File: config.mk
export PLATFORM = sky130hd
export DESIGN_NAME = stereo_phase_align_fir_flat
export DESIGN_NICKNAME = d
export VERILOG_FILES = /design/src/rtl/spaf_pkg.sv /design/src/rtl/spaf_in_if.sv /design/src/rtl/spaf_out_if.sv /design/src/rtl/spaf_delay.sv /design/src/rtl/spaf_hist.sv /design/src/rtl/spaf_mac.sv /design/src/rtl/stereo_phase_align_fir.sv /design/src/flat_wrapper.sv
export SDC_FILE = /design/constraint.sdc
export NUM_CORES = 2
export LEC_CHECK = 0
export ABC_AREA = 1
export BUFFER_PORTS_ARGS = -buffer_cell sky130_fd_sc_hd__buf_2
export CAP_MARGIN = 20
export CORE_MARGIN = 4
export CORE_UTILIZATION = 40
export DETAILED_ROUTE_END_ITERATION = 6
export GPL_TIMING_DRIVEN = 0
export PLACE_DENSITY = 0.61
export SLEW_MARGIN = 20
export SYNTH_ARGS = -nofsm -noshare
export SYNTH_HDL_FRONTEND = slang
export SYNTH_HIERARCHICAL = 1
export SYNTH_SLANG_ARGS = --single-unit
File: constraint.sdc
create_clock -name clk -period 9 [get_ports clk]
set_clock_uncertainty 0.1 [all_clocks]
set_input_delay 0.45 -clock clk [delete_from_list [all_inputs] [get_ports clk]]
set_output_delay 0.45 -clock clk [all_outputs]
set_load 0.03 [all_outputs]
File: src/rtl/spaf_pkg.sv
`default_nettype none

package spaf_pkg;

  localparam int SAMPLE_W       = 16;
  localparam int COEF_W         = 32;
  localparam int PROD_W         = SAMPLE_W + COEF_W;
  localparam int BASE_COUNT     = 31;
  localparam int BASE_FRAC_BITS = 22;
  localparam int TAPS_DEFAULT   = 31;
  localparam int FRAC_DEFAULT   = 22;

  localparam logic signed [SAMPLE_W-1:0] SAMPLE_MAX = 16'sh7FFF;
  localparam logic signed [SAMPLE_W-1:0] SAMPLE_MIN = 16'sh8000;

  // base table in q1.22, rounded to nearest
  localparam int BASE_COEF [BASE_COUNT] = '{
    -3, 39, -203, 669, -1772, 4055, -8323, 15697,
    -27679, 46298, -74496, 117227, -184880, 306433, -609443, 3959492,
    890699, -369828, 209529, -128757, 80301, -49285, 29202, -16451,
    8677, -4210, 1833, -690, 209, -40, 3
  };

  // coefficient j rescaled to frac fractional bits, halves rounded away from zero
  function automatic logic signed [COEF_W-1:0] scaled_coef(input int j, input int frac);
    logic [COEF_W-1:0] mag;
    int c;
    if (j >= BASE_COUNT || j < 0) begin
      return '0;
    end
    c = BASE_COEF[j];
    mag = (c < 0) ? COEF_W'(-c) : COEF_W'(c);
    if (frac >= BASE_FRAC_BITS) begin
      mag = mag << (frac - BASE_FRAC_BITS);
    end else begin
      mag = (mag + (COEF_W'(1) << (BASE_FRAC_BITS - frac - 1))) >> (BASE_FRAC_BITS - frac);
    end
    return (c < 0) ? -$signed(mag) : $signed(mag);
  endfunction

endpackage

`default_nettype wire

File: src/rtl/spaf_in_if.sv
`default_nettype none

interface spaf_in_if import spaf_pkg::*; ();
  logic                       valid;
  logic                       ready;
  logic signed [SAMPLE_W-1:0] left_sample;
  logic signed [SAMPLE_W-1:0] right_sample;
  logic                       frame_end;

  modport source (output valid, left_sample, right_sample, frame_end, input ready);
  modport sink (input valid, left_sample, right_sample, frame_end, output ready);
endinterface

`default_nettype wire

File: src/rtl/spaf_out_if.sv
`default_nettype none

interface spaf_out_if import spaf_pkg::*; ();
  logic                       valid;
  logic                       ready;
  logic signed [SAMPLE_W-1:0] left_out;
  logic signed [SAMPLE_W-1:0] right_out;
  logic                       frame_end_out;

  modport source (output valid, left_out, right_out, frame_end_out, input ready);
  modport sink (input valid, left_out, right_out, frame_end_out, output ready);
endinterface

`default_nettype wire

File: src/rtl/spaf_delay.sv
`default_nettype none

module spaf_delay import spaf_pkg::*; #(
  parameter int TAPS = TAPS_DEFAULT
) (
  input  wire logic                       clk,
  input  wire logic                       rst,
  input  wire logic                       step,
  input  wire logic signed [SAMPLE_W-1:0] left,
  output logic signed [SAMPLE_W-1:0]      delayed
);

  localparam int DEPTH = (TAPS - 1) / 2;
  localparam int DW    = (DEPTH > 1) ? $clog2(DEPTH) : 1;

  logic signed [SAMPLE_W-1:0] mem [DEPTH];
  logic [DEPTH-1:0]           filled;
  logic [DW-1:0]              dp;
  logic signed [SAMPLE_W-1:0] rd_raw;
  logic                       rd_filled;

  always_ff @(posedge clk) begin
    if (step) begin
      rd_raw    <= mem[dp];
      rd_filled <= filled[dp];
      mem[dp]   <= left;
    end
  end

  always_ff @(posedge clk) begin
    if (rst) begin
      filled <= '0;
      dp     <= '0;
    end else if (step) begin
      filled[dp] <= 1'b1;
      dp         <= (dp == DW'(DEPTH - 1)) ? '0 : dp + 1'b1;
    end
  end

  // never-written slots read as the zero the line starts with
  assign delayed = rd_filled ? rd_raw : '0;

endmodule

`default_nettype wire

File: src/rtl/spaf_hist.sv
`default_nettype none

module spaf_hist import spaf_pkg::*; #(
  parameter int TAPS = TAPS_DEFAULT,
  localparam int HW  = $clog2(TAPS)
) (
  input  wire logic                       clk,
  input  wire logic                       rst,
  input  wire logic                       we,
  input  wire logic [HW-1:0]              waddr,
  input  wire logic signed [SAMPLE_W-1:0] wdata,
  input  wire logic [HW-1:0]              raddr,
  output logic signed [SAMPLE_W-1:0]      rdata
);

  logic signed [SAMPLE_W-1:0] mem [TAPS];
  logic [TAPS-1:0]            filled;
  logic signed [SAMPLE_W-1:0] rd_raw;
  logic                       rd_filled;

  always_ff @(posedge clk) begin
    if (we) begin
      mem[waddr] <= wdata;
    end
    rd_raw <= mem[raddr];
  end

  always_ff @(posedge clk) begin
    if (rst) begin
      filled    <= '0;
      rd_filled <= 1'b0;
    end else begin
      rd_filled <= filled[raddr];
      if (we) begin
        filled[waddr] <= 1'b1;
      end
    end
  end

  assign rdata = rd_filled ? rd_raw : '0;

endmodule

`default_nettype wire

File: src/rtl/spaf_mac.sv
`default_nettype none

module spaf_mac import spaf_pkg::*; #(
  parameter int TAPS           = TAPS_DEFAULT,
  parameter int COEF_FRAC_BITS = FRAC_DEFAULT,
  localparam int HW            = $clog2(TAPS),
  localparam int ACC_W         = PROD_W + $clog2(TAPS)
) (
  input  wire logic                       clk,
  input  wire logic                       rst,
  input  wire logic                       clear,
  input  wire logic                       issue,
  input  wire logic [HW-1:0]              tap,
  input  wire logic signed [SAMPLE_W-1:0] sample,
  output logic signed [ACC_W-1:0]         acc
);

  logic signed [COEF_W-1:0] coef_q;
  logic                     issue_q;
  logic signed [PROD_W-1:0] prod;
  logic                     prod_v;

  // coefficient fetched alongside the history read so both line up
  always_ff @(posedge clk) begin
    coef_q <= scaled_coef(int'(tap), COEF_FRAC_BITS);
    prod   <= coef_q * sample;
  end

  always_ff @(posedge clk) begin
    if (rst) begin
      issue_q <= 1'b0;
      prod_v  <= 1'b0;
      acc     <= '0;
    end else begin
      issue_q <= issue;
      prod_v  <= issue_q;
      if (clear) begin
        acc <= '0;
      end else if (prod_v) begin
        acc <= acc + {{(ACC_W - PROD_W){prod[PROD_W-1]}}, prod};
      end
    end
  end

endmodule

`default_nettype wire

File: src/rtl/stereo_phase_align_fir.sv
`default_nettype none

// channel   dir  payload                                  handshake
// stereo    in   left_sample, right_sample, frame_end     valid/ready
// aligned   out  left_out, right_out, frame_end_out       valid/ready
// cfg       in   cfg_wdata (correction_enable)            cfg_we, no wait
//
// with correction on, an item runs through these steps: take the beat and write
// the history, one tap a cycle through the single multiplier, drain the multiplier
// pipeline, round and saturate into the output register; pass-through goes from
// taking the beat straight to the output register.
// reset clears fill flags of both sample stores at once, no clearing sweep.
// a result waiting on aligned.ready does not block the next item's run, only
// its hand-over to the output register.

module stereo_phase_align_fir import spaf_pkg::*; #(
  parameter int TAPS           = TAPS_DEFAULT,
  parameter int COEF_FRAC_BITS = FRAC_DEFAULT
) (
  input  wire logic   clk,
  input  wire logic   rst,
  input  wire logic   cfg_we,
  input  wire logic   cfg_wdata,
  spaf_in_if.sink     stereo,
  spaf_out_if.source  aligned
);

  localparam int HW    = $clog2(TAPS);
  localparam int CW    = $clog2(TAPS + 2);
  localparam int ACC_W = PROD_W + $clog2(TAPS);

  localparam logic [1:0] ST_IDLE = 2'd0;
  localparam logic [1:0] ST_RUN  = 2'd1;
  localparam logic [1:0] ST_DONE = 2'd2;

  localparam logic signed [ACC_W-1:0] FRAC_MASK = (ACC_W'(1) << COEF_FRAC_BITS) - 1'b1;
  localparam logic signed [ACC_W-1:0] ACC_MAX   = ACC_W'(SAMPLE_MAX);
  localparam logic signed [ACC_W-1:0] ACC_MIN   = {{(ACC_W - SAMPLE_W){1'b1}}, SAMPLE_MIN};

  logic                       enable;
  logic [1:0]                 state;
  logic                       bypass;
  logic [CW-1:0]              cnt;
  logic [HW-1:0]              hp;
  logic [HW-1:0]              rp;
  logic signed [SAMPLE_W-1:0] held_left;
  logic signed [SAMPLE_W-1:0] held_right;
  logic                       held_fe;

  logic                       out_valid;
  logic signed [SAMPLE_W-1:0] out_left;
  logic signed [SAMPLE_W-1:0] out_right;
  logic                       out_fe;

  logic                       accept;
  logic                       issue;
  logic signed [SAMPLE_W-1:0] hist_rdata;
  logic signed [SAMPLE_W-1:0] delayed;
  logic signed [ACC_W-1:0]    acc;
  logic signed [ACC_W-1:0]    acc_bias;
  logic signed [ACC_W-1:0]    quo;
  logic signed [SAMPLE_W-1:0] right_sat;
  logic                       out_free;

  assign stereo.ready = (state == ST_IDLE);
  assign accept       = stereo.valid && stereo.ready;
  assign issue        = (state == ST_RUN) && (cnt < CW'(TAPS));
  assign out_free     = !out_valid || aligned.ready;

  spaf_delay #(.TAPS(TAPS)) u_delay (
    .clk     (clk),
    .rst     (rst),
    .step    (accept && enable),
    .left    (stereo.left_sample),
    .delayed (delayed)
  );

  spaf_hist #(.TAPS(TAPS)) u_hist (
    .clk   (clk),
    .rst   (rst),
    .we    (accept && enable),
    .waddr (hp),
    .wdata (stereo.right_sample),
    .raddr (rp),
    .rdata (hist_rdata)
  );

  spaf_mac #(.TAPS(TAPS), .COEF_FRAC_BITS(COEF_FRAC_BITS)) u_mac (
    .clk    (clk),
    .rst    (rst),
    .clear  (accept),
    .issue  (issue),
    .tap    (cnt[HW-1:0]),
    .sample (hist_rdata),
    .acc    (acc)
  );

  // truncate toward zero: bias negative sums before the arithmetic shift
  always_comb begin
    acc_bias = acc + (acc[ACC_W-1] ? FRAC_MASK : '0);
    quo      = acc_bias >>> COEF_FRAC_BITS;
    if (quo > ACC_MAX) begin
      right_sat = SAMPLE_MAX;
    end else if (quo < ACC_MIN) begin
      right_sat = SAMPLE_MIN;
    end else begin
      right_sat = quo[SAMPLE_W-1:0];
    end
  end

  always_ff @(posedge clk) begin
    if (accept) begin
      held_left  <= stereo.left_sample;
      held_right <= stereo.right_sample;
      held_fe    <= stereo.frame_end;
    end
    if (state == ST_DONE && out_free) begin
      out_left  <= bypass ? held_left : delayed;
      out_right <= bypass ? held_right : right_sat;
      out_fe    <= held_fe;
    end
  end

  always_ff @(posedge clk) begin
    if (rst) begin
      enable    <= 1'b1;
      state     <= ST_IDLE;
      bypass    <= 1'b0;
      cnt       <= '0;
      hp        <= '0;
      rp        <= '0;
      out_valid <= 1'b0;
    end else begin
      if (cfg_we) begin
        enable <= cfg_wdata;
      end
      if (state == ST_DONE && out_free) begin
        out_valid <= 1'b1;
      end else if (aligned.ready) begin
        out_valid <= 1'b0;
      end
      unique case (state)
        ST_IDLE: begin
          if (accept) begin
            bypass <= !enable;
            cnt    <= '0;
            rp     <= hp;
            if (enable) begin
              hp    <= (hp == HW'(TAPS - 1)) ? '0 : hp + 1'b1;
              state <= ST_RUN;
            end else begin
              state <= ST_DONE;
            end
          end
        end
        ST_RUN: begin
          cnt <= cnt + 1'b1;
          // walk back through the history, newest sample first
          if (issue) begin
            rp <= (rp == '0) ? HW'(TAPS - 1) : rp - 1'b1;
          end
          if (cnt == CW'(TAPS + 1)) begin
            state <= ST_DONE;
          end
        end
        ST_DONE: begin
          if (out_free) begin
            state <= ST_IDLE;
          end
        end
        default: begin
          state <= ST_IDLE;
        end
      endcase
    end
  end

  assign aligned.valid         = out_valid;
  assign aligned.left_out      = out_left;
  assign aligned.right_out     = out_right;
  assign aligned.frame_end_out = out_fe;

  a_run_after_accept: assert property (@(posedge clk) disable iff (rst)
    (accept && enable) |=> (state == ST_RUN))
    else $error("enabled beat did not start a filter run");

  a_bypass_path: assert property (@(posedge clk) disable iff (rst)
    (accept && !enable) |=> (state == ST_DONE && bypass))
    else $error("disabled beat did not go straight to hand-over");

  a_acc_cleared: assert property (@(posedge clk) disable iff (rst)
    accept |=> (acc == '0))
    else $error("accumulator not cleared at start of item");

  a_out_from_done: assert property (@(posedge clk) disable iff (rst)
    $rose(aligned.valid) |-> $past(state == ST_DONE))
    else $error("result beat raised outside hand-over");

  a_hp_range: assert property (@(posedge clk) disable iff (rst)
    hp <= HW'(TAPS - 1))
    else $error("history pointer out of range");

endmodule

`default_nettype wire
File: src/flat_wrapper.sv
// flat-port wrapper written by rule: the top's interface ports become plain ports
module stereo_phase_align_fir_flat import spaf_pkg::*;
#(
  parameter int TAPS           = TAPS_DEFAULT,
  parameter int COEF_FRAC_BITS = FRAC_DEFAULT
)
  (clk, rst, cfg_we, cfg_wdata, stereo_valid, stereo_left_sample, stereo_right_sample, stereo_frame_end, stereo_ready, aligned_valid, aligned_left_out, aligned_right_out, aligned_frame_end_out, aligned_ready);
  spaf_in_if stereo_i ();
  spaf_out_if aligned_i ();
  input  wire logic clk;
  input  wire logic rst;
  input  wire logic cfg_we;
  input  wire logic cfg_wdata;
  input wire logic [$bits(stereo_i.valid)-1:0] stereo_valid;
  input wire logic [$bits(stereo_i.left_sample)-1:0] stereo_left_sample;
  input wire logic [$bits(stereo_i.right_sample)-1:0] stereo_right_sample;
  input wire logic [$bits(stereo_i.frame_end)-1:0] stereo_frame_end;
  output wire logic [$bits(stereo_i.ready)-1:0] stereo_ready;
  output wire logic [$bits(aligned_i.valid)-1:0] aligned_valid;
  output wire logic [$bits(aligned_i.left_out)-1:0] aligned_left_out;
  output wire logic [$bits(aligned_i.right_out)-1:0] aligned_right_out;
  output wire logic [$bits(aligned_i.frame_end_out)-1:0] aligned_frame_end_out;
  input wire logic [$bits(aligned_i.ready)-1:0] aligned_ready;
  assign stereo_i.valid = stereo_valid;
  assign stereo_i.left_sample = stereo_left_sample;
  assign stereo_i.right_sample = stereo_right_sample;
  assign stereo_i.frame_end = stereo_frame_end;
  assign stereo_ready = stereo_i.ready;
  assign aligned_valid = aligned_i.valid;
  assign aligned_left_out = aligned_i.left_out;
  assign aligned_right_out = aligned_i.right_out;
  assign aligned_frame_end_out = aligned_i.frame_end_out;
  assign aligned_i.ready = aligned_ready;
  stereo_phase_align_fir #(.TAPS(TAPS), .COEF_FRAC_BITS(COEF_FRAC_BITS)) u_core (.clk(clk), .rst(rst), .cfg_we(cfg_we), .cfg_wdata(cfg_wdata), .stereo(stereo_i), .aligned(aligned_i));
endmodule
; Word level (Yosys, flattened, before mapping)
; Memories as Yosys holds them, arrays and structs flattened. A register that Yosys moved wholly into a read port is not among the register bits.
; Cells that the tools add are included.
[classes]
addsub = 8
n_mul = 1
bitwise = 3
n_reduce_logical = 19
order_cmp = 11
n_eq_ne = 9
muxes = 40
[ops]
columns = cell, n
row1 = 32-bit 2-to-1 mux, 7
row2 = 16-bit 2-to-1 mux, 6
row3 = 32-bit negation, 2
row4 = 53-bit by 22-bit adder with 53-bit output, 1
row5 = 53-bit adder, 1
row6 = 32-bit by 16-bit multiplier with 48-bit output, 1
row7 = "32-bit by 6-bit greater-or-equal comparator with 1-bit output, second input constant", 1
row8 = "32-bit by 1-bit less-than comparator with 1-bit output, second input constant", 1
row9 = 5-bit inverter with 32-bit output, 1
row10 = "31-bit by 16-bit > comparator with 1-bit output, second input constant", 1
row11 = "31-bit by 16-bit less-than comparator with 1-bit output, second input constant", 1
row12 = 31-bit OR, 1
row13 = 22-bit 2-to-1 mux, 1
row14 = 5-bit 2-to-1 mux, 4
row15 = 15-bit OR, 1
row16 = "5-bit by 6-bit less-than comparator with 1-bit output, second input constant", 2
row17 = 6-bit case mux with 2 select lines, 1
row18 = 5-bit case mux with 2 select lines, 1
row19 = 1-bit 2-to-1 mux, 9
row20 = 3-bit AND reduction, 3
row21 = 2-bit 2-to-1 mux, 4
row22 = "6-bit by 1-bit adder with 6-bit output, second input constant", 1
row23 = "6-bit == test, second input constant", 1
row24 = 1-bit logical AND, 6
row25 = other kinds (28), 33
[totals]
register_bits = 274
mem_bits_rw = 736
in_bits = 39
mem_bits_ro = 1024
elab_cells = 117
memories = 3
out_inout_bits = 35
[mem_list]
columns = memory, depth, width, read_ports, rd_clocked_by_memory_dff, write_ports, line
row1 = (name not given), 32, 32, 1, 0, 0, spaf_pkg.sv:31  ; c = BASE_COEF[j];
row2 = u_core.u_hist.mem, 31, 16, 1, 1, 1, spaf_hist.sv:16  ; logic signed [SAMPLE_W-1:0] mem [TAPS];
row3 = u_core.u_delay.mem, 15, 16, 1, 1, 1, spaf_delay.sv:16  ; logic signed [SAMPLE_W-1:0] mem [DEPTH];

; Logic depth before layout (Yosys ltp)
[depth]
depth_word = 10
ltp_mapped = 33
ltp_nobuf = 30

; Hierarchy
; The synthesis kept the hierarchy.
[modules_own_cells]
columns = module, cells_each, area_each_um2, seq_area_each_um2, instances
row1 = spaf_mac, 3781, 27350.0, 2702.6, 1
row2 = spaf_hist, 1923, 21830.9, 15855.2, 1
row3 = spaf_delay, 1098, 11449.7, 8097.8, 1
row4 = stereo_phase_align_fir, 950, 6398.6, 2402.3, 1

; Worst setup path before layout
; OpenSTA, ideal clock, no wires.
[synth_path]
path_kind = reg2reg
start = reg u_core.u_hist.rd_filled
end = reg u_core.u_mac.prod[33]
setup_slack_ns = 2.575
stages_incl_launch_ff = 27
arrival_time_ns = 6.203
synth_period_minus_slack_ns = 6.425
n_path_buf = 3
t_required_ns = 8.778
setup_time_ns = 0.122
path_cell_list = dfxtp_1 clkbuf_1 clkbuf_1 nand2_1 inv_1 clkbuf_1 nand2_1 fa_1 inv_1 fa_1 inv_1 fa_1 inv_1 fa_1 fa_1 fa_1 ha_1 a21oi_1 inv_1 nor2_1 a21boi_0 o21ai_0 a21oi_1 o21ai_0 nand2_1 nand2_1 xor2_1
[synth_via]
elab_chain_len = 2
[synth_rtl]
columns = item, line
row1 = "start, declared", spaf_hist.sv:19  ; logic rd_filled;
row2 = "start signal, assigned", spaf_hist.sv:33  ; rd_filled <= filled[raddr];
row3 = 16-bit 2-to-1 mux, spaf_hist.sv:40  ; assign rdata = rd_filled ? rd_raw : '0;
row4 = net u_core.hist_rdata[9], stereo_phase_align_fir.sv:57  ; logic signed [SAMPLE_W-1:0] hist_rdata;
row5 = 32-bit by 16-bit multiplier with 48-bit output, spaf_mac.sv:26  ; prod <= coef_q * sample;
row6 = "end signal, assigned", spaf_mac.sv:26
row7 = "end, declared", spaf_mac.sv:20  ; logic signed [PROD_W-1:0] prod;
; The timed path passes the listed nets, and every way through them passes these cells.
; A chain may end at the register's enable or synchronous reset.

; Worst setup path after layout
[layout_path]
start = reg u_core.u_hist.rd_filled
end = reg u_core.u_mac.prod[47]
; Same word-level chain as after synthesis.

==> results.yml <==
pwr:
  ir_drop_mv: 0.3881
  leakagePower_uw: 0.03457
  powerDensity_nw_per_um2: 311.2
logic_synthesis:
  synth_top_family_by_area: "simple AND/OR/NAND/NOR gates"
  synth_largest_area_cell: "edfxtp_1"
  yosys-mux-area-fraction_pct: 0
  synth_edf_count: 819
  synth.most_common_cell: "nand2_1"
  synthXorXnorAreaFrac_pct: 1.305
  synth.top_cells.by_count: "2390 x nand2_1, 1317 x inv_1, 819 x edfxtp_1, 642 x nand3_1, 565 x nor2_1"
  synth_nets: 8477
  yosysSeqAreaShare_pct: 43.35
  netlist.area_leader.share_pct: 36.69
  synth_top_flop_cell: "edfxtp_1"
  synth_warnings: 6
  ys_ff_latch: 1042
  synth-compound-area-share_pct: 4.185
  netlist_area_um2: 67030
  synthAdderAreaFrac_pct: 18.26
  syn_inst: 7752
  synth.distinct_cells: 62
  synth.area.top_cells: "edfxtp_1 37%, fa_1 15%, nand2_1 13%"
  syn_area_per_cell_um2: 8.647
  async_flop_share_pct: 0
  synth-simple-area-share_pct: 22.96
layout:
  nets: 8706
  drive_gt1_share_pct: 6.849
  layout-area-overhead-vs-synth_pct: 11.32
placed_design:
  port_buffers: 73
  hpwlAfterDp_mm: 157.8
  gp_congestion: 0.9769
worst_hold_path:
  worstHoldPathType: "in2reg"
  hold_start: "stereo_left_sample[12]"
  whs_path_depth: 1
  hold_path_end: "u_core/u_delay/mem[7][12]"
clock_tree:
  numClockSinks: 1042
  post_cts_resized: 0
  cts-root-buf: "clkbuf_16"
  cts_made_buffers: 108
  clk_path_buf_depth: 3
  path_clk_slew_ns: 0.06
  cts_max_level: 3
  post-cts-setup-buffers: 0
  insertion_delay_ns: 0.77
  cts_tree: "done"
timing:
  hold_viol_final: 0
  setup_viol: 0
  drv_slew: 0
  max_freq_mhz: 120.3
  finalSetupTns_ns: 0
  post-route-min-period_ns: 8.315
  relSlewSlack_pct: 28.05
  finalCritPeriodShare_pct: 92.39
  tightest_slew_ns: 1.079
  timing.hold.ws_ns: 0.04927
  rsz0062_at_grt: "false"
grt:
  antenna_found_initial: 5
  grt_pass1_wl_mm: 315.1
  grt_max_degree: 33
  grt_usage_pct: 23.70
  grt_pass1_vias: 51369
  overflow: 0
critical_path:
  cpMaxStageDelayCell: "clkbuf_1"
  timing.rr.start: "u_core/u_hist/rd_filled"
  path_cells: "clkbuf_1, clkbuf_1, nand2_1, inv_1, clkbuf_1, nand2_1, fa_1, inv_1, fa_1, fa_1, fa_1, fa_1, inv_1, fa_1, inv_1, ha_1, nand2_1, nor2_1, nand4_1, o21ai_0, a31oi_1, o21ai_0, xor2_1"
  r2r_slack_ns: 0.68
  worstPathArrival_ns: 8.78
  endpoint_kind: "register"
  crit_path_frequent_cell: "fa_1"
  path_class: "reg2reg"
  reg2reg_depth: 23
  critical_path.max_stage_delay_ns: 0.69
  startpoint_type: "register"
  cp_max_fo: 10
  crit_required_ns: 9.47
  r2r_end: "u_core/u_mac/prod[47]"
die:
  rows: 149
  ioPinCount: 74
  die_h_um: 417.4
  die_w_um: 417.4
  dieArea_um2: 174200
  coreArea_um2: 165700
  initial_utilization_pct: 40.44
detailed_routing:
  wire_per_inst_um: 20.29
  first_pass_iters: 5
  routed_via_density: 5.117
  antenna_left: 0
  drt_iter0_drc: 4832
  num_vias: 52526
  drc: 0
  wl_mm: 208.3
run:
  cap_violations: 0
status:
  outcome: "completed"
cells by family (layout without fill, tap and decap cells):
kind of cell,count (synthesis),after routing
flip-flops,1042,1042
AND/OR/NAND/NOR,3761,3761
AO/OA/AOI/OAI,492,492
other,0,2
XOR/XNOR,99,99
adder cells (fa/ha/maj),686,686
buffers and inverters,1672,1994
state kept, by name (all words and copies together), names as in the netlist, 2 cells and up:
signal,count
u_core/aligned.right_out,16
u_core/hp,5
u_core/u_delay/rd_raw,16
u_core/u_mac/coef_q,32
u_core/u_delay/dp,4
u_core/u_hist/filled,31
u_core/u_delay/filled,15
u_core/held_left,16
u_core/aligned.left_out,16
u_core/rp,5
u_core/cnt,6
u_core/u_mac/acc,53
u_core/u_delay/mem,240
u_core/held_right,16
u_core/state,2
u_core/u_mac/prod,48
u_core/u_hist/rd_raw,16
u_core/u_hist/mem,496
power by group:
part	leakage, uW	internal [uW]	switching (uW)	total [uW]
Clock	0.00182	2710	1990	4700
Combinational	0.0235	4360	8450	12800
Sequential	0.00924	5570	143	5710
timing repair:
item                       CTS  global route
hold endpoints to repair    89             0
hold buffers                14             0
setup endpoints to repair    0             0
layout by cell type, fill, tap and decap left out, drive strengths merged, types with 13 or more instances in the layout:
cell type	n
a21o	13
a21oi	196
a31oi	28
buf	255
bufinv	13
clkbuf	305
clkinv	49
dfxtp	223
dlygate4sd3	14
edfxtp	819
fa	487
ha	199
inv	1349
nand2	2415
nand3	647
nand4	32
nor2	587
nor3	46
o211ai	32
o21a	14
o21ai	163
xnor2	34
xor2	65
how the worst max path moves through the flow:
stage                     slack (ns)               endpoint  depth (start not counted)                    start
after floorplan                 2.58  u_core/u_mac/prod[33]                         26  u_core/u_hist/rd_filled
after global placement          0.79  u_core/u_mac/prod[47]                         23  u_core/u_hist/rd_filled
after detailed placement        0.80  u_core/u_mac/prod[47]                         23  u_core/u_hist/rd_filled
after CTS                       0.70  u_core/u_mac/prod[47]                         23  u_core/u_hist/rd_filled
after global routing            0.29  u_core/u_mac/prod[47]                         27  u_core/u_hist/rd_filled
final                           0.68  u_core/u_mac/prod[47]                         23  u_core/u_hist/rd_filled
critical path: cells and delay by family (launching register included):
| kind | cells | cell delay [ns] |
|---|---|---|
| buffers and inverters | 7 | 1.88 |
| DFF | 1 | 0.31 |
| and+or+nand+nor | 5 | 0.66 |
| xor gates and xnor gates | 1 | 0.40 |
| adders and majority gates | 7 | 3.61 |
| AOI/OAI and AO/OA | 3 | 1.17 |
metal layers:
layer | wire length [um] | GRT usage, % | vias to the layer above | part of all wire (%)
li1 | - | - | 24719 | -
met1 | 89630 | 32.41 | 25624 | 43
met2 | 97900 | 39.28 | 1856 | 47
met3 | 13730 | 3.104 | 325 | 6.6
met4 | 7048 | 7.587 | 2 | 3.4
met5 | 7 | 0 | - | 0.0034
through the flow:
step / cell area (um^2) / utilization [%] / power (uW) / instances / setup slack, ns
2_1_floorplan: 67030 / - / 14610 / 7752 / 2.575
3_3_place_gp: 70130 / 42.32 / 18480 / 10014 / 0.7898
3_5_place_dp: 70680 / 42.65 / 18640 / 10046 / 0.7960
4_1_cts: 74610 / 45.02 / 23430 / 10263 / 0.6972
5_1_grt: 74610 / 45.02 / 25180 / 10263 / 0.2870
6_report: 74620 / 45.02 / 23220 / 10265 / 0.6846
layout make-up:
cell class | instances | area (um^2)
tap | 2189 | 2739
inverter | 1351 | 5074
antenna | 2 | 5.005
buffer | 321 | 1592
sequential | 1042 | 29060
timing repair buffer | 119 | 922.1
clock buffer | 134 | 2923
clock inverter | 69 | 867.1
multi-input combinational | 5038 | 31440
fill | 16145 | 91120
Power figures use the tool's default switching activity.
